### config.mk
export PLATFORM = sky130hd
export DESIGN_NAME = http_header_tokenizer_flat
export DESIGN_NICKNAME = d
export VERILOG_FILES = /design/src/design/htt_pkg.sv /design/src/design/htt_channels.sv /design/src/design/htt_step.sv /design/src/design/http_header_tokenizer.sv /design/src/flat_wrapper.sv
export SDC_FILE = /design/constraint.sdc
export NUM_CORES = 1
export LEC_CHECK = 0
export BUFFER_PORTS_ARGS = -buffer_cell sky130_fd_sc_hd__buf_2
export CORE_ASPECT_RATIO = 1.1
export CORE_MARGIN = 4
export CORE_UTILIZATION = 50
export DETAILED_ROUTE_END_ITERATION = 12
export PLACE_DENSITY_LB_ADDON = 0.1
export REMOVE_ABC_BUFFERS = 1
export SYNTH_ARGS = -nofsm -noshare
export SYNTH_HDL_FRONTEND = slang
export SYNTH_HIERARCHICAL = 1
export SYNTH_SLANG_ARGS = --single-unit
export TNS_END_PERCENT = 100
### constraint.sdc
create_clock -name clock -period 7.1 [get_ports clock]
set_clock_uncertainty 0.1 [all_clocks]
set_input_delay 1.775 -clock clock [delete_from_list [all_inputs] [get_ports clock]]
set_output_delay 1.775 -clock clock [all_outputs]
set_load 0.01 [all_outputs]
### src/design/htt_pkg.sv
// Shared types, character codes, phase and token codes for the HTTP header tokenizer.
`default_nettype none
package htt_pkg;

   // Upper bound on the header length limit; the step checks each byte against it as well as the register
   localparam int MaxLen = 4096;

   localparam int CntW  = 13;
   localparam int LineW = 12;
   localparam int PhW   = 4;
   localparam int KindW = 3;

   localparam logic [CntW-1:0]  CntMax  = '1;
   localparam logic [LineW-1:0] LineMax = '1;
   localparam logic [CntW-1:0]  MaxLenReset = 13'd4096;

   // Characters that steer the parse
   localparam logic [7:0] CH_COLON = 8'h3A;
   localparam logic [7:0] CH_SPACE = 8'h20;
   localparam logic [7:0] CH_CR    = 8'h0D;
   localparam logic [7:0] CH_LF    = 8'h0A;

   // Parse phases
   localparam logic [PhW-1:0] PH_IDLE       = 4'd0;
   localparam logic [PhW-1:0] PH_METHOD     = 4'd1;
   localparam logic [PhW-1:0] PH_TARGET     = 4'd2;
   localparam logic [PhW-1:0] PH_VERSION    = 4'd3;
   localparam logic [PhW-1:0] PH_LINE_CR    = 4'd4;
   localparam logic [PhW-1:0] PH_LINE_START = 4'd5;
   localparam logic [PhW-1:0] PH_NAME       = 4'd6;
   localparam logic [PhW-1:0] PH_SKIP       = 4'd7;
   localparam logic [PhW-1:0] PH_VALUE      = 4'd8;
   localparam logic [PhW-1:0] PH_END_CR     = 4'd9;

   // Token kinds
   localparam logic [KindW-1:0] K_TARGET     = 3'd0;
   localparam logic [KindW-1:0] K_VERSION    = 3'd1;
   localparam logic [KindW-1:0] K_NAME       = 3'd2;
   localparam logic [KindW-1:0] K_VALUE      = 3'd3;
   localparam logic [KindW-1:0] K_LINE_END   = 3'd4;
   localparam logic [KindW-1:0] K_HEADER_END = 3'd5;
   localparam logic [KindW-1:0] K_ERROR      = 3'd6;

   typedef struct packed {
      logic [PhW-1:0]   phase;
      logic [LineW-1:0] line_cnt;
      logic [CntW-1:0]  byte_cnt;
   } htt_state_type;

   typedef struct packed {
      logic [7:0] data_byte;
      logic       start_of_request;
   } htt_item_type;

   typedef struct packed {
      logic [KindW-1:0] token_kind;
      logic [7:0]       token_byte;
      logic [LineW-1:0] line_index;
   } htt_token_type;

endpackage
`default_nettype wire

### src/design/htt_channels.sv
// Valid/ready channel interfaces for header bytes in and tokens out.
`default_nettype none
interface htt_req_if;
   import htt_pkg::*;
   logic       valid;
   logic       ready;
   logic [7:0] data_byte;
   logic       start_of_request;
   modport source (output valid, output data_byte, output start_of_request, input ready);
   modport sink   (input valid, input data_byte, input start_of_request, output ready);
endinterface

interface htt_rsp_if;
   import htt_pkg::*;
   logic             valid;
   logic             ready;
   logic [KindW-1:0] token_kind;
   logic [7:0]       token_byte;
   logic [LineW-1:0] line_index;
   modport source (output valid, output token_kind, output token_byte, output line_index,
                   input ready);
   modport sink   (input valid, input token_kind, input token_byte, input line_index,
                   output ready);
endinterface
`default_nettype wire

### src/design/htt_step.sv
// Next-state and token logic for one header byte.
`default_nettype none
module htt_step #(
   parameter int MaxLen = htt_pkg::MaxLen
) (
   input  htt_pkg::htt_state_type      state,
   input  htt_pkg::htt_item_type       item,
   input  logic [htt_pkg::CntW-1:0]    max_len,
   output htt_pkg::htt_state_type      state_next,
   output logic                        tok_valid,
   output htt_pkg::htt_token_type      tok
);
   import htt_pkg::*;

   htt_state_type    work;
   logic [7:0]       b;
   logic             overrun;
   logic             fail;

   always_comb begin
      b          = item.data_byte;
      work       = state;
      fail       = 1'b0;
      overrun    = 1'b0;
      tok_valid  = 1'b0;
      tok        = '0;

      // Restart on the start mark whatever the phase
      if (item.start_of_request) begin
         work.phase    = PH_METHOD;
         work.line_cnt = '0;
         work.byte_cnt = '0;
      end
      tok.line_index = work.line_cnt;

      if (work.phase != PH_IDLE) begin
         // Count the byte, saturating, and check the length limit
         if (work.byte_cnt != CntMax) begin
            work.byte_cnt = work.byte_cnt + 1'b1;
         end
         overrun = (work.byte_cnt > max_len) || (32'(work.byte_cnt) > 32'(MaxLen));
         if (overrun) begin
            fail = 1'b1;
         end else begin
            unique case (work.phase)
               PH_METHOD: begin
                  if (b == CH_CR || b == CH_LF) fail = 1'b1;
                  else if (b == CH_SPACE) work.phase = PH_TARGET;
               end
               PH_TARGET: begin
                  if (b == CH_CR || b == CH_LF) fail = 1'b1;
                  else if (b == CH_SPACE) work.phase = PH_VERSION;
                  else begin
                     tok_valid      = 1'b1;
                     tok.token_kind = K_TARGET;
                     tok.token_byte = b;
                  end
               end
               PH_VERSION: begin
                  if (b == CH_LF) fail = 1'b1;
                  else if (b == CH_CR) work.phase = PH_LINE_CR;
                  else begin
                     tok_valid      = 1'b1;
                     tok.token_kind = K_VERSION;
                     tok.token_byte = b;
                  end
               end
               PH_LINE_CR: begin
                  if (b != CH_LF) fail = 1'b1;
                  else begin
                     work.phase     = PH_LINE_START;
                     tok_valid      = 1'b1;
                     tok.token_kind = K_LINE_END;
                     if (work.line_cnt != LineMax) begin
                        work.line_cnt = work.line_cnt + 1'b1;
                     end
                  end
               end
               PH_LINE_START: begin
                  if (b == CH_LF) fail = 1'b1;
                  else if (b == CH_CR) work.phase = PH_END_CR;
                  else if (b == CH_COLON) work.phase = PH_SKIP;
                  else begin
                     work.phase     = PH_NAME;
                     tok_valid      = 1'b1;
                     tok.token_kind = K_NAME;
                     tok.token_byte = b;
                  end
               end
               PH_NAME: begin
                  if (b == CH_CR || b == CH_LF) fail = 1'b1;
                  else if (b == CH_COLON) work.phase = PH_SKIP;
                  else begin
                     tok_valid      = 1'b1;
                     tok.token_kind = K_NAME;
                     tok.token_byte = b;
                  end
               end
               PH_SKIP: begin
                  if (b == CH_LF) fail = 1'b1;
                  else if (b == CH_CR) work.phase = PH_LINE_CR;
                  else work.phase = PH_VALUE;
               end
               PH_VALUE: begin
                  if (b == CH_LF) fail = 1'b1;
                  else if (b == CH_CR) work.phase = PH_LINE_CR;
                  else begin
                     tok_valid      = 1'b1;
                     tok.token_kind = K_VALUE;
                     tok.token_byte = b;
                  end
               end
               PH_END_CR: begin
                  if (b != CH_LF) fail = 1'b1;
                  else begin
                     work.phase     = PH_IDLE;
                     tok_valid      = 1'b1;
                     tok.token_kind = K_HEADER_END;
                  end
               end
               default: begin
                  work.phase = PH_IDLE;
               end
            endcase
         end

         // Drop to idle and report the error on the current line
         if (fail) begin
            work.phase     = PH_IDLE;
            tok_valid      = 1'b1;
            tok.token_kind = K_ERROR;
            tok.token_byte = '0;
            tok.line_index = work.line_cnt;
         end
      end

      state_next = work;
   end

endmodule
`default_nettype wire

### src/design/http_header_tokenizer.sv
// Top level of the byte-serial HTTP request header tokenizer.
//
//  channel  | direction | payload                                 | transfer when
//  ---------+-----------+-----------------------------------------+-------------------
//  req      | in        | data_byte, start_of_request             | valid && ready
//  rsp      | out       | token_kind, token_byte, line_index      | valid && ready
//  csr      | in        | csr_write_data (max_header_len)         | csr_write_enable
//
// One byte per cycle sustained while tokens are taken: a byte is held in the input
// register, the parse step runs from there into the token register, which drives
// rsp. Bytes that produce no token are consumed without output.
// Reset (synchronous) empties both registers, puts the parser in idle and sets the
// length limit to 4096. A stalled token holds the token register and, behind it, the
// input register; req_ready drops only while both are full.
`default_nettype none
module http_header_tokenizer #(
   parameter int MaxLen = htt_pkg::MaxLen
) (
   input  logic                     clock,
   input  logic                     reset,
   htt_req_if.sink                  req,
   htt_rsp_if.source                rsp,
   input  logic                     csr_write_enable,
   input  logic [htt_pkg::CntW-1:0] csr_write_data
);
   import htt_pkg::*;

   logic                 in_valid_ff,  in_valid_in;
   htt_item_type         in_item_ff,   in_item_in;
   htt_state_type        state_ff,     state_in;
   logic                 out_valid_ff, out_valid_in;
   htt_token_type        out_tok_ff,   out_tok_in;
   logic [CntW-1:0]      max_len_ff,   max_len_in;

   htt_state_type        step_state;
   logic                 step_valid;
   htt_token_type        step_tok;
   logic                 advance;
   logic                 in_take;

   htt_step #(
      .MaxLen     (MaxLen)
   ) u_step (
      .state      (state_ff),
      .item       (in_item_ff),
      .max_len    (max_len_ff),
      .state_next (step_state),
      .tok_valid  (step_valid),
      .tok        (step_tok)
   );

   // Advance the held byte when the token register is free
   assign advance   = !out_valid_ff || rsp.ready;
   assign req.ready = !in_valid_ff || advance;
   assign in_take   = req.valid && req.ready;

   always_comb begin
      in_valid_in  = in_valid_ff;
      in_item_in   = in_item_ff;
      state_in     = state_ff;
      out_valid_in = out_valid_ff;
      out_tok_in   = out_tok_ff;
      max_len_in   = max_len_ff;

      // Retire a delivered token
      if (out_valid_ff && rsp.ready) begin
         out_valid_in = 1'b0;
      end
      // Process the held byte
      if (in_valid_ff && advance) begin
         state_in     = step_state;
         out_valid_in = step_valid;
         if (step_valid) begin
            out_tok_in = step_tok;
         end
         in_valid_in = 1'b0;
      end
      // Capture a new byte
      if (in_take) begin
         in_valid_in                 = 1'b1;
         in_item_in.data_byte        = req.data_byte;
         in_item_in.start_of_request = req.start_of_request;
      end
      // Update the length limit
      if (csr_write_enable) begin
         max_len_in = csr_write_data;
      end
   end

   always_ff @(posedge clock) begin
      if (reset) begin
         in_valid_ff  <= 1'b0;
         out_valid_ff <= 1'b0;
         state_ff     <= '{phase: PH_IDLE, line_cnt: '0, byte_cnt: '0};
         max_len_ff   <= MaxLenReset;
      end else begin
         in_valid_ff  <= in_valid_in;
         out_valid_ff <= out_valid_in;
         state_ff     <= state_in;
         max_len_ff   <= max_len_in;
      end
      in_item_ff <= in_item_in;
      out_tok_ff <= out_tok_in;
   end

   assign rsp.valid      = out_valid_ff;
   assign rsp.token_kind = out_tok_ff.token_kind;
   assign rsp.token_byte = out_tok_ff.token_byte;
   assign rsp.line_index = out_tok_ff.line_index;

endmodule
`default_nettype wire

### src/flat_wrapper.sv
// flat-port wrapper written by rule: the top's interface ports become plain ports
module http_header_tokenizer_flat import htt_pkg::*;
#(
   parameter int MaxLen = htt_pkg::MaxLen
)
  (clock, reset, csr_write_enable, csr_write_data, req_valid, req_data_byte, req_start_of_request, req_ready, rsp_valid, rsp_token_kind, rsp_token_byte, rsp_line_index, rsp_ready);
  htt_req_if req_i ();
  htt_rsp_if rsp_i ();
  input  logic clock;
  input  logic reset;
  input  logic csr_write_enable;
  input  logic [htt_pkg::CntW-1:0] csr_write_data;
  input wire logic [$bits(req_i.valid)-1:0] req_valid;
  input wire logic [$bits(req_i.data_byte)-1:0] req_data_byte;
  input wire logic [$bits(req_i.start_of_request)-1:0] req_start_of_request;
  output wire logic [$bits(req_i.ready)-1:0] req_ready;
  output wire logic [$bits(rsp_i.valid)-1:0] rsp_valid;
  output wire logic [$bits(rsp_i.token_kind)-1:0] rsp_token_kind;
  output wire logic [$bits(rsp_i.token_byte)-1:0] rsp_token_byte;
  output wire logic [$bits(rsp_i.line_index)-1:0] rsp_line_index;
  input wire logic [$bits(rsp_i.ready)-1:0] rsp_ready;
  assign req_i.valid = req_valid;
  assign req_i.data_byte = req_data_byte;
  assign req_i.start_of_request = req_start_of_request;
  assign req_ready = req_i.ready;
  assign rsp_valid = rsp_i.valid;
  assign rsp_token_kind = rsp_i.token_kind;
  assign rsp_token_byte = rsp_i.token_byte;
  assign rsp_line_index = rsp_i.line_index;
  assign rsp_i.ready = rsp_ready;
  http_header_tokenizer #(.MaxLen(MaxLen)) u_core (.clock(clock), .reset(reset), .req(req_i), .rsp(rsp_i), .csr_write_enable(csr_write_enable), .csr_write_data(csr_write_data));
endmodule
==> run metrics <==
Power per Cell Area 170 mW/mm2; TNS Setup 0 ps; DR DRC count 0; area post-placement 0.00526 mm2; root buffer cell clkbuf_8; Hold Buf Count CTS 0; maximum VDD drop 0.0966 mV; Netlist cell types 63; DRT Wirelength 11400 um; Longest Clk Path Bufs 2; top cell type's share of synthesized area 19.2%; HPWL after DPL 8000 um; XOR/XNOR Fraction of Synth Area 1.75%; die area 0.0117 mm2; fin crit share 79.9%; largest net degree at the start of global routing 74; relative slew slack 24.8%; Post-Syn Area per Cell 8.76 um2; Slew Viols, Final 0; asr flop ratio synth 0%; row cnt 38; Power Total 930 uW; Fill cells 918; Core ar. 0.00979 mm2; worst setup path class flip-flop to flip-flop; status finished clean; Slowest cell on crit path a31oi_1; main flop type after synthesis dfxtp_1; CTS buffer count 9; diodes inserted 0; Core Util, Final 56.0%; Max Fclk 176 MHz; Final #Nets 645; Finish-stage setup viols 0; Synth Area in Adders 3.76%; chip width 103 um; vias in the first global route 4009; Worst setup EP type flip-flop; mux cell area share after synthesis 9.92%; Layout area overhead 9.77%; Avg WL per Cell 15.7 um; crit-path cells buf_4, inv_1, nand2_1, inv_1, ha_1, nand4_1, or2_2, nor2_1, nand2_1, mux2_2, ha_1, nand4_1, nor4_1, a21o_1, a31oi_1, or2_2, o21ai_0, nand4_1, nand2_1, nor2_2, buf_4; Hold Crit Class flip-flop to flip-flop; synthesized flop and latch total 76; Yosys warning count 6; cell count after synthesis 570; combinational family with the most area after synthesis simple AND/OR/NAND/NOR gates; clk_lat worst skew 350 ps; Max Fanout on Critical Path 41; sequential area share after synthesis 36.9%; Compound-Gate Fraction of Synth Area 11.6%; post-synth top area cell edfxtp_1; non-filler cells, final 728; drt initial violations 300; Mapped Area 0.00499 mm2; total congestion overflow 0; Total GRT Usage 20.2%; final hold violation count 0; Arrival @ worst endpoint 5600 ps; RSZ-0062 raised after global routing false; layout cells sized above 1 14.1%; max_cap viols 0; ANT nets after route 0; initial antenna violation count 0; I/O Buffers 51; Post-Place Cells 712; Via density 5.80; effective utilization at floorplan 51.0%; Top Ports 52; H-tree depth 3; Gates resized, CTS repair 0; CTS tree done; clk sinks 76; Clock transition at path regs 70 ps; Die Y-Extent 113 um; Leak 0.00214 uW; CP max stage delay 760 ps; Post-CTS Setup Bufs 0; Worst Tran Pin Value 1130 ps; Worst setup SP type flip-flop; Req. time, crit path 7030 ps; Period minus WS final 5670 ps; EDFF count, synth 32; GP Congestion 0.930; Detailed Routing Iterations Pass 1 5; most numerous cell in the Yosys netlist nand2b_1; first-pass GRT wire length 19000 um; Layout Cell Area excl Fill 0.00548 mm2; post-synthesis simple-gate area fraction 31.0%; vias 4220; synth cell count leaders nand2b_1, nor2_1, mux2i_1; Synth area leaders edfxtp_1, dfxtp_1, mux2i_1
==> routing by layer <==
metal,share of wire (%),vias to the layer above,track usage (%)
li1,-,2089,-
met4,2.4,0,8.64
met2,50,134,34.1
met5,0,-,0
met3,4.4,23,2.53
met1,43,1974,25.7
==> state kept, by name, indices dropped and copies added (netlist names) <==
register / flops
u_core/in_item_ff: 9
u_core/in_valid_ff: 1
u_core/max_len_ff: 13
u_core/rsp.line_index: 12
u_core/rsp.token_byte: 8
u_core/rsp.token_kind: 3
u_core/rsp.valid: 1
u_core/state_ff: 29
==> cell usage in the layout (no fill, tap or decap), types with 4 or more instances in the layout <==
master    instances
buf_2            51
nor2b_1          18
mux2i_1          45
nor2_1           46
nand2b_1         68
nand4_1          10
edfxtp_1         32
dfxtp_1          44
ha_1             15
and3_1           10
xnor2_1           7
nand2_1          42
buf_4             4
nand3_1          15
inv_1            23
a21o_1            5
and2_1            9
nor3b_1           5
o21ai_0          27
a31oi_1          10
or4_1             4
nor3_1           13
a21oi_1          28
nor4_1            9
clkbuf_8         10
==> final timing paths <==
path	slack (ps)	start	endpoint	cells past startpoint
setup / recovery	1430	u_core/in_item_ff[0]	u_core/rsp.line_index[2]	21
hold / removal	380	u_core/state_ff[20]	u_core/state_ff[20]	2
setup reg to reg	1430	u_core/in_item_ff[0]	u_core/rsp.line_index[2]	21
hold reg to reg	380	u_core/state_ff[20]	u_core/state_ff[20]	2
==> cell type report <==
type	instances	area [um2]	share of cell area [%]
Clock inverter	5	75.1	1.37
Tap cell	120	150	2.74
Sequential cell	76	1840	33.6
Clock buffer	11	145	2.65
Inverter	23	86.3	1.57
Multi-Input combinational cell	438	2900	52.9
Timing Repair Buffer	55	285	5.20
==> logic make-up (layout without fill, tap and decap cells) <==
family / after synthesis / count (layout)
AND/OR/NAND/NOR: 272 / 272
AO/OA/AOI/OAI: 92 / 92
flip-flops: 76 / 76
buffers and inverters: 56 / 94
multiplexers: 49 / 49
adder cells (fa/ha/maj): 15 / 15
XOR/XNOR: 10 / 10
==> worst max-delay path, delay by kind of cell (launching register included) <==
kind            cells  cell delay, ps
simple gates       11            1860
flops               1             360
mux                 1             350
fa+ha+maj           2             530
compound gates      3            1050
buf+inv             4            1070
==> through the flow <==
stage | setup WS (ps) | hold WS (ps)
finish | 1430 | 381
global route | 975 | 414
CTS | 1500 | 382
detailed placement | 1520 | 370
global placement | 1740 | 354
floorplan | 1540 | 343
==> report_power, final <==
| group | switching [uW] | internal, uW | leakage [uW] |
|---|---|---|---|
| clock | 157 | 210 | 0.000116 |
| combinational | 50.4 | 38.1 | 0.00135 |
| sequential | 11.2 | 464 | 0.000666 |
| total | 218 | 712 | 0.00214 |
(Power assumes the default switching activity.)
